===== src/rtl/core/sgd_pkg.sv =====
`default_nettype none
package sgd_pkg;

  // Operation codes of an input word.
  localparam logic OP_WRITE = 1'b0;
  localparam logic OP_QUERY = 1'b1;

  typedef logic [1:0] mode_t;
  localparam mode_t MODE_SENSOR   = 2'd0;
  localparam mode_t MODE_CYLINDER = 2'd1;
  localparam mode_t MODE_TWIN     = 2'd2;
  localparam mode_t MODE_UNUSED   = 2'd3;

  typedef logic [1:0] status_t;
  localparam status_t ST_OK        = 2'd0;
  localparam status_t ST_RANGE     = 2'd1;
  localparam status_t ST_EMPTY     = 2'd2;
  localparam status_t ST_NO_OTHERS = 2'd3;

  // Width used when comparing sensor indices, counts and group members.
  localparam int CMP_W = 8;

endpackage
`default_nettype wire


===== src/rtl/core/sensor_group_deviation.sv =====
`default_nettype none
// Sensor group deviation. A write word (op 0) stores one sensor reading and
// its valid flag and gives no result. A query word (op 1) walks the active
// sensors through the single read port of the reading RAM, one per cycle,
// then divides the group sum and the sum of the other valid readings by their
// counts in one shared bit-serial divider. Each division loads the divider and
// then yields one quotient bit per cycle. The walk covers the active sensor
// count, capped at MAX_SENSORS. A query that finds an empty group or no other
// valid readings stops after the walk without dividing, and a query whose
// target is out of range answers on the next cycle without raising busy. Each
// result appears on deviation and status for exactly one cycle with done high,
// in the same cycle that busy falls; the receiver cannot stall it and must
// take it then.
module sensor_group_deviation #(
  parameter int MAX_SENSORS   = 32,
  parameter int READING_WIDTH = 24
) (
  input  wire logic                            clk,
  input  wire logic                            rst,
  input  wire logic                            start,
  output logic                                 busy,
  input  wire logic                            op,
  input  wire logic [4:0]                      sensor_index,
  input  wire logic signed [READING_WIDTH-1:0] reading,
  input  wire logic                            reading_valid,
  input  wire sgd_pkg::mode_t                  mode,
  input  wire logic [4:0]                      target,
  input  wire logic                            cfg_we,
  input  wire logic [5:0]                      cfg_data,
  output logic                                 done,
  output logic signed [READING_WIDTH-1:0]      deviation,
  output sgd_pkg::status_t                     status
);

  import sgd_pkg::*;

  localparam int IDX_W = $clog2(MAX_SENSORS);
  localparam int CNT_W = $clog2(MAX_SENSORS + 1);
  localparam int SUM_W = READING_WIDTH + CNT_W;
  localparam int RW    = READING_WIDTH;

  typedef enum logic [2:0] {
    IDLE, WALK, DRAIN, CHECK, DIV_G, DIV_O
  } state_t;

  state_t state;

  logic [5:0]             active_sensor_count;
  logic [MAX_SENSORS-1:0] written;
  logic [MAX_SENSORS-1:0] valid_store;

  logic                   accept;
  logic                   wr_en;
  logic [IDX_W-1:0]       wr_addr;
  logic [CMP_W-1:0]       max8;
  logic [CMP_W-1:0]       cnt8;
  logic [CMP_W-1:0]       eff8;
  logic [CMP_W-1:0]       tgt8;
  logic [CMP_W-1:0]       top8;
  logic                   in_range;

  mode_t                  q_mode;
  logic [4:0]             q_tgt;
  logic [CNT_W-1:0]       cnt_eff;
  logic [CNT_W-1:0]       j;
  logic [CNT_W-1:0]       j_p;
  logic                   pv;
  logic [RW-1:0]          rd_data;

  logic signed [SUM_W-1:0] gsum;
  logic signed [SUM_W-1:0] osum;
  logic [2:0]              gn;
  logic [CNT_W-1:0]        on_cnt;

  logic [CMP_W-1:0]        jp8;
  logic [CMP_W-1:0]        half8;
  logic [CMP_W-1:0]        qt8;
  logic                    member;
  logic                    entry_valid;
  logic signed [RW-1:0]    entry;
  logic signed [SUM_W-1:0] acc_in;
  logic signed [SUM_W-1:0] acc_sum;

  logic                    div_start;
  logic signed [SUM_W-1:0] div_num;
  logic [CNT_W-1:0]        div_den;
  logic                    div_done;
  logic signed [SUM_W-1:0] div_q;
  logic signed [RW-1:0]    gval;
  logic signed [RW-1:0]    oval;
  logic signed [RW:0]      diff;
  logic signed [RW-1:0]    diff_sat;

  assign busy   = (state != IDLE);
  assign accept = start && !busy;

  // Count and index checks, done in a common 8-bit domain.
  assign max8    = CMP_W'(MAX_SENSORS);
  assign cnt8    = CMP_W'(active_sensor_count);
  assign eff8    = (cnt8 > max8) ? max8 : cnt8;
  assign tgt8    = CMP_W'(target);

  always_comb begin
    case (mode)
      MODE_SENSOR:   top8 = tgt8;
      MODE_CYLINDER: top8 = (tgt8 << 1) + CMP_W'(1);
      MODE_TWIN:     top8 = (tgt8 << 1) + CMP_W'(3);
      default:       top8 = '1;
    endcase
  end

  assign in_range = (mode != MODE_UNUSED) && (top8 < eff8);

  assign wr_en   = accept && (op == OP_WRITE) && (CMP_W'(sensor_index) < max8);
  assign wr_addr = IDX_W'(sensor_index);

  sgd_ram #(
    .WIDTH(RW),
    .DEPTH(MAX_SENSORS)
  ) u_store (
    .clk  (clk),
    .we   (wr_en),
    .waddr(wr_addr),
    .wdata(reading),
    .raddr(j[IDX_W-1:0]),
    .rdata(rd_data)
  );

  // Group membership of the entry whose read data arrives this cycle.
  assign jp8    = CMP_W'(j_p);
  assign half8  = jp8 >> 1;
  assign qt8    = CMP_W'(q_tgt);

  always_comb begin
    case (q_mode)
      MODE_SENSOR:   member = (jp8 == qt8);
      MODE_CYLINDER: member = (half8 == qt8);
      MODE_TWIN:     member = (half8 == qt8) || (half8 == qt8 + CMP_W'(1));
      default:       member = 1'b0;
    endcase
  end

  // An entry never written reads as zero.
  assign entry       = written[j_p[IDX_W-1:0]] ? $signed(rd_data) : '0;
  assign entry_valid = valid_store[j_p[IDX_W-1:0]];
  assign acc_in      = member ? gsum : osum;
  assign acc_sum     = acc_in + SUM_W'(entry);

  assign div_start = ((state == CHECK) && !((q_mode != MODE_SENSOR) && (gn == '0))
                      && (on_cnt != '0)) || ((state == DIV_G) && div_done);
  assign div_num   = (state == CHECK) ? gsum : osum;
  assign div_den   = (state == CHECK) ? CNT_W'(gn) : on_cnt;

  sgd_div #(
    .NUM_W(SUM_W),
    .DEN_W(CNT_W)
  ) u_div (
    .clk  (clk),
    .rst  (rst),
    .start(div_start),
    .num  (div_num),
    .den  (div_den),
    .done (div_done),
    .quo  (div_q)
  );

  assign oval = div_q[RW-1:0];
  assign diff = {gval[RW-1], gval} - {oval[RW-1], oval};

  always_comb begin
    if (diff[RW] != diff[RW-1]) begin
      diff_sat = diff[RW] ? $signed({1'b1, {(RW-1){1'b0}}}) : $signed({1'b0, {(RW-1){1'b1}}});
    end else begin
      diff_sat = diff[RW-1:0];
    end
  end

  always_ff @(posedge clk) begin
    if (rst) begin
      active_sensor_count <= 6'd16;
      written             <= '0;
      valid_store         <= '0;
    end else begin
      if (cfg_we) begin
        active_sensor_count <= cfg_data;
      end
      if (wr_en) begin
        written[wr_addr]     <= 1'b1;
        valid_store[wr_addr] <= reading_valid;
      end
    end
  end

  always_ff @(posedge clk) begin
    if (rst) begin
      state     <= IDLE;
      done      <= 1'b0;
      pv        <= 1'b0;
      status    <= ST_OK;
      deviation <= '0;
    end else begin
      done <= 1'b0;
      pv   <= (state == WALK);
      j_p  <= j;
      if (pv) begin
        if (member && (q_mode == MODE_SENSOR)) begin
          gsum <= SUM_W'(entry);
          gn   <= 3'd1;
        end else if (member && entry_valid) begin
          gsum <= acc_sum;
          gn   <= gn + 1'b1;
        end else if (!member && entry_valid) begin
          osum   <= acc_sum;
          on_cnt <= on_cnt + 1'b1;
        end
      end
      case (state)
        IDLE: begin
          if (accept && (op == OP_QUERY)) begin
            q_mode  <= mode;
            q_tgt   <= target;
            cnt_eff <= eff8[CNT_W-1:0];
            j       <= '0;
            gsum    <= '0;
            osum    <= '0;
            gn      <= '0;
            on_cnt  <= '0;
            if (in_range) begin
              state <= WALK;
            end else begin
              done      <= 1'b1;
              status    <= ST_RANGE;
              deviation <= '0;
            end
          end
        end
        WALK: begin
          j <= j + 1'b1;
          if (j == cnt_eff - 1'b1) begin
            state <= DRAIN;
          end
        end
        DRAIN: begin
          state <= CHECK;
        end
        CHECK: begin
          if ((q_mode != MODE_SENSOR) && (gn == '0)) begin
            done      <= 1'b1;
            status    <= ST_EMPTY;
            deviation <= '0;
            state     <= IDLE;
          end else if (on_cnt == '0) begin
            done      <= 1'b1;
            status    <= ST_NO_OTHERS;
            deviation <= '0;
            state     <= IDLE;
          end else begin
            state <= DIV_G;
          end
        end
        DIV_G: begin
          if (div_done) begin
            gval  <= div_q[RW-1:0];
            state <= DIV_O;
          end
        end
        DIV_O: begin
          if (div_done) begin
            done      <= 1'b1;
            status    <= ST_OK;
            deviation <= diff_sat;
            state     <= IDLE;
          end
        end
        default: begin
          state <= IDLE;
        end
      endcase
    end
  end

  // A failed query always carries a zero deviation.
  assert property (@(posedge clk) disable iff (rst)
    done && (status != ST_OK) |-> (deviation == '0))
    else $error("failed query with nonzero deviation");

  // Read data is only consumed in the cycle after a walk step.
  assert property (@(posedge clk) disable iff (rst)
    pv |-> (state == WALK) || (state == DRAIN))
    else $error("entry processed outside the sensor walk");

  // The divider only finishes while the sequencer waits for it.
  assert property (@(posedge clk) disable iff (rst)
    div_done |-> (state == DIV_G) || (state == DIV_O))
    else $error("divider result with no one waiting");

  // An accepted query either answers at once or keeps the block busy.
  assert property (@(posedge clk) disable iff (rst)
    accept && (op == OP_QUERY) |=> busy || done)
    else $error("query dropped");

  // No store write can slip in during a query.
  assert property (@(posedge clk) disable iff (rst)
    busy |-> !wr_en)
    else $error("store written while busy");

endmodule
`default_nettype wire


===== src/rtl/core/sgd_ram.sv =====
`default_nettype none
module sgd_ram #(
  parameter int WIDTH = 24,
  parameter int DEPTH = 32
) (
  input  wire logic                     clk,
  input  wire logic                     we,
  input  wire logic [$clog2(DEPTH)-1:0] waddr,
  input  wire logic [WIDTH-1:0]         wdata,
  input  wire logic [$clog2(DEPTH)-1:0] raddr,
  output logic      [WIDTH-1:0]         rdata
);

  logic [WIDTH-1:0] mem [DEPTH];

  always_ff @(posedge clk) begin
    if (we) begin
      mem[waddr] <= wdata;
    end
    rdata <= mem[raddr];
  end

endmodule
`default_nettype wire


===== src/rtl/core/sgd_div.sv =====
`default_nettype none
module sgd_div #(
  parameter int NUM_W = 30,
  parameter int DEN_W = 6
) (
  input  wire logic                    clk,
  input  wire logic                    rst,
  input  wire logic                    start,
  input  wire logic signed [NUM_W-1:0] num,
  input  wire logic       [DEN_W-1:0]  den,
  output logic                         done,
  output logic signed [NUM_W-1:0]      quo
);

  localparam int CNT_W = $clog2(NUM_W + 1);

  logic [NUM_W-1:0] q;
  logic [DEN_W-1:0] rem;
  logic [DEN_W-1:0] dvs;
  logic             neg;
  logic [CNT_W-1:0] steps;
  logic [NUM_W-1:0] mag;
  logic [DEN_W:0]   shifted;
  logic             fits;

  // Restoring division on the magnitude, one quotient bit per cycle.
  assign mag     = num[NUM_W-1] ? (~num + 1'b1) : num;
  assign shifted = {rem, q[NUM_W-1]};
  assign fits    = shifted >= {1'b0, dvs};
  assign quo     = neg ? $signed(-q) : $signed(q);

  always_ff @(posedge clk) begin
    if (rst) begin
      steps <= '0;
      done  <= 1'b0;
    end else begin
      done <= 1'b0;
      if (start) begin
        q     <= mag;
        rem   <= '0;
        dvs   <= den;
        neg   <= num[NUM_W-1];
        steps <= CNT_W'(NUM_W);
      end else if (steps != '0) begin
        if (fits) begin
          rem <= DEN_W'(shifted - {1'b0, dvs});
        end else begin
          rem <= shifted[DEN_W-1:0];
        end
        q     <= {q[NUM_W-2:0], fits};
        steps <= steps - 1'b1;
        done  <= (steps == CNT_W'(1));
      end
    end
  end

endmodule
`default_nettype wire

===== config.mk =====
export PLATFORM = sky130hd
export DESIGN_NAME = sensor_group_deviation
export DESIGN_NICKNAME = d
export VERILOG_FILES = /design/src/rtl/core/sgd_pkg.sv /design/src/rtl/core/sensor_group_deviation.sv /design/src/rtl/core/sgd_ram.sv /design/src/rtl/core/sgd_div.sv
export SDC_FILE = /design/constraint.sdc
export NUM_CORES = 2
export LEC_CHECK = 0
export BUFFER_PORTS_ARGS = -buffer_cell sky130_fd_sc_hd__buf_4
export CAP_MARGIN = 5
export CORE_UTILIZATION = 30
export DETAILED_ROUTE_END_ITERATION = 8
export GPL_TIMING_DRIVEN = 0
export PLACE_DENSITY = 0.4
export SLEW_MARGIN = 0
export SYNTH_ARGS = -nofsm -noshare
export SYNTH_HDL_FRONTEND = slang
export SYNTH_SLANG_ARGS = --single-unit
export TNS_END_PERCENT = 100

===== constraint.sdc =====
create_clock -name clk -period 6.49 [get_ports clk]
set_input_delay 1.298 -clock clk [delete_from_list [all_inputs] [get_ports clk]]
set_output_delay 1.298 -clock clk [all_outputs]
set_load 0.02 [all_outputs]

==> results.json <==
{
  "min_from": "j[2]",
  "total_power_mw": 16.8,
  "synth_nets": 3068,
  "worst-path-stages": 17,
  "timing.rr.end": "osum[24]",
  "ant_nets": 0,
  "worst-path-buf-inv": 3,
  "antenna_found_initial": 7,
  "synth-xor-area-share_pct": 2.40,
  "critical_path.startpoint_type": "flop",
  "final_util_pct": 35.8,
  "antenna_cells": 0,
  "endpoint_kind": "flop",
  "wl_per_cell_um": 26.5,
  "hold_viol": 0,
  "cap_viol_max_count": 0,
  "hold_buffers": 0,
  "cts_max_level": 3,
  "hp-class": "flop to flop",
  "vias": 27200,
  "fillers": 14500,
  "grt_pass1_vias": 28000,
  "postRouteWirelength_um": 141000,
  "drc": 0,
  "rows": 143,
  "syn-cell-area_sq_um": 46400,
  "path_class": "flop to flop",
  "yosys.area_share.adder_pct": 2.31,
  "clkPwrFrac_pct": 39.9,
  "setup_ws_ns": 0.336,
  "dieArea_sq_um": 156000,
  "yosys_register_bits": 1060,
  "core_area_sq_um": 153000,
  "whs_ns": 0.447,
  "synth_edf_count": 929,
  "dr.pass1.iters": 5,
  "p_int_mw": 12.5,
  "grt_pass1_wl_um": 202000,
  "netlist_instances": 2936,
  "async_reset_ff_share_pct": 0,
  "p_sw_mw": 4.37,
  "die_w_um": 395,
  "io_pins": 76,
  "synth_simple_gate_area_share_pct": 5.94,
  "viasPerCell": 5.11,
  "crit_slowest_cell": "clkbuf_1",
  "whs_path_depth": 0,
  "min_to": "j_p[2]",
  "outcome": "finished clean",
  "seq_power_share_pct": 46.8,
  "finClkSkew_ns": 0.0476,
  "cp.required_ns": 6.94,
  "tritoncts": "built",
  "reg2reg_from": "j_p[2]",
  "crit_chain": "clkbuf_1 > xnor2_1 > and3_1 > a221oi_4 > buf_4 > clkbuf_1 > mux2_2 > ha_1 > a21o_1 > a21o_1 > a221oi_1 > a21oi_1 > nor3_2 > o21ai_0 > a2111oi_1 > or4_1 > a21oi_1",
  "drive_gt1_share_pct": 21.1,
  "drt_iter0_markers": 1887,
  "worst_ep_arrival_time_ns": 6.60,
  "synth_mux_area_share_pct": 15.4,
  "cts_buffers": 121,
  "clock-root-buffer": "clkbuf_16",
  "start_util_pct": 30.4,
  "clock_sinks": 1060,
  "setup_viol": 0,
  "syn_to_final_growth_pct": 18.0,
  "synth-compound-area-share_pct": 6.15,
  "setup_tns_ns": 0,
  "clk_latency_ns": 0.76,
  "reg2regPathDepth": 17,
  "final_net_count": 3319,
  "leakagePower_nw": 18.6,
  "synth_warnings": 0,
  "power_density_nw_per_um2": 307,
  "dpl.hpwl_um": 102000,
  "yosysSeqAreaShare_pct": 65.8,
  "gr-usage-all-layers_pct": 18.0,
  "crit_start": "j_p[2]",
  "timing.final.crit_period_ns": 6.15,
  "overflow": 0,
  "synth_ff_type": "edfxtp_1",
  "place_congestion": 0.843,
  "avgSynthCellArea_sq_um": 15.8,
  "crit_family": "compound AO/OA/AOI/OAI gates",
  "place_ws_ns": -0.710,
  "slew_headroom_pct": 13.7,
  "irDropWorstVdd_mv": 0.203,
  "cp_max_fo": 10,
  "rsz0062_at_grt": "false",
  "r2r_setup_slack_ns": 0.34,
  "finalCritPeriodShare_pct": 94.8,
  "maxSlewViolCount": 0,
  "clock.fmax_ghz": 0.162,
  "synth_top_family_by_area": "multiplexers",
  "grt_max_degree": 51,
  "cts_buffer_depth": 3,
  "synth_cell_types": 80,
  "die_h_um": 395,
  "port_buffers": 73,
  "swShare_pct": 25.9,
  "tightest_slew_ns": 1.29,
  "slowest_delay_ns": 0.61,
  "pwr-share-comb_pct": 13.3,
  "path_clk_slew_ns": 0.06
}
cells by family (layout without fill, tap and decap cells):
| family | Yosys count | after routing |
|---|---|---|
| xor+xnor | 127 | 127 |
| flops | 1060 | 1060 |
| fa+ha+maj | 84 | 84 |
| buf+inv | 234 | 591 |
| mux | 383 | 383 |
| compound gates | 454 | 454 |
| simple gates | 594 | 594 |
sequential cells by signal, summed over array words and instances (netlist names), 24 cells and up:
| name | cells |
|---|---|
| valid_store | 32 |
| written | 32 |
| u_store.mem | 768 |
| deviation | 24 |
| gsum | 30 |
| osum | 30 |
| u_div.q | 30 |
| u_store.rdata | 24 |
| gval | 24 |
repair_timing:
action,CTS,global route
resized for setup,4,4
gates cloned,0,0
hold endpoints to repair,0,0
pin swaps,1,0
endpoints found under the setup margin,10,2
buffers inserted,2,0
cell usage in the layout (no fill, tap or decap), drive strengths merged, types with 13 or more instances in the layout:
cell type	count
nand2	147
mux2i	69
mux4	259
xor2	62
inv	94
clkinv	56
ha	81
clkbuf	267
a31oi	15
nor3	57
nand2b	24
nand3	25
and2	30
nor2	221
mux2	55
edfxtp	929
a211oi	13
o21ai	154
dfxtp	131
o21a	13
a21oi	121
nor2b	14
buf	168
xnor2	65
o211ai	13
or3	13
a221o	23
a21o	25
Yosys cell counts (all sizes together), types with 30 or more instances:
| library cell | count | share of area [%] |
|---|---|---|
| edfxtp | 929 | 60 |
| mux4 | 259 | 13 |
| nor2 | 221 | 1.8 |
| o21ai | 154 | 1.7 |
| nand2 | 147 | 1.2 |
| dfxtp | 131 | 5.7 |
| a21oi | 121 | 1.3 |
| clkbuf | 104 | 0.84 |
| inv | 89 | 0.72 |
| ha | 81 | 2.2 |
| mux2i | 69 | 1.5 |
| xnor2 | 65 | 1.2 |
| xor2 | 62 | 1.2 |
| nor3 | 57 | 0.61 |
| mux2 | 55 | 1.3 |
| buf | 41 | 0.44 |
| and2 | 30 | 0.41 |
how the worst max path moves through the flow:
stage               slack (ns)       end
floorplan                 1.35  osum[24]
global placement         -0.81  osum[24]
detailed placement       -0.71  osum[24]
CTS                       0.03  osum[24]
global route              0.05  osum[24]
finish                    0.34  osum[24]
area by class of cell:
cell class / instances / area [sq um] / share of cell area, %
plain buffers: 145 / 604 / 1.10
clock buffers: 162 / 3330 / 6.09
clock inverters: 67 / 572 / 1.04
inverters: 89 / 337 / 0.615
multi-input cells: 1642 / 15200 / 27.8
flip-flops and latches: 1060 / 30500 / 55.7
well taps: 2030 / 2540 / 4.64
repair buffers: 128 / 1620 / 2.97
through the flow:
step                      std cells  area (sq um)
after floorplan                2936         46400
after global placement         5039         49500
after detailed placement       5086         50700
after CTS                      5317         54600
after global routing           5323         54800
final                          5323         54800
worst register-to-register path: cells and delay by family (launching register included):
| kind | cells | cell delay [ns] |
|---|---|---|
| flops | 1 | 0.32 |
| fa+ha+maj | 1 | 0.37 |
| mux | 1 | 0.44 |
| simple gates | 3 | 0.86 |
| compound gates | 8 | 2.22 |
| buf+inv | 3 | 1.43 |
| xor+xnor | 1 | 0.19 |
routing by layer:
| layer | routed length [um] | global-route usage (%) |
|---|---|---|
| met2 | 68800 | 30.3 |
| met4 | 3410 | 4.62 |
| met5 | 15 | 0 |
| met1 | 63900 | 24.5 |
| met3 | 5150 | 2.39 |
power by group through the flow:
stage	Clock, mW	Combinational (mW)	Sequential (mW)
final	6.71	2.24	7.88
after global routing	7.12	2.46	7.90
after CTS	6.88	2.27	7.88
after detailed placement	0	2.26	8.02
after global placement	0	2.15	8.02
after floorplan	0	1.48	7.94
No activity file was read; power rests on OpenSTA's default activity.
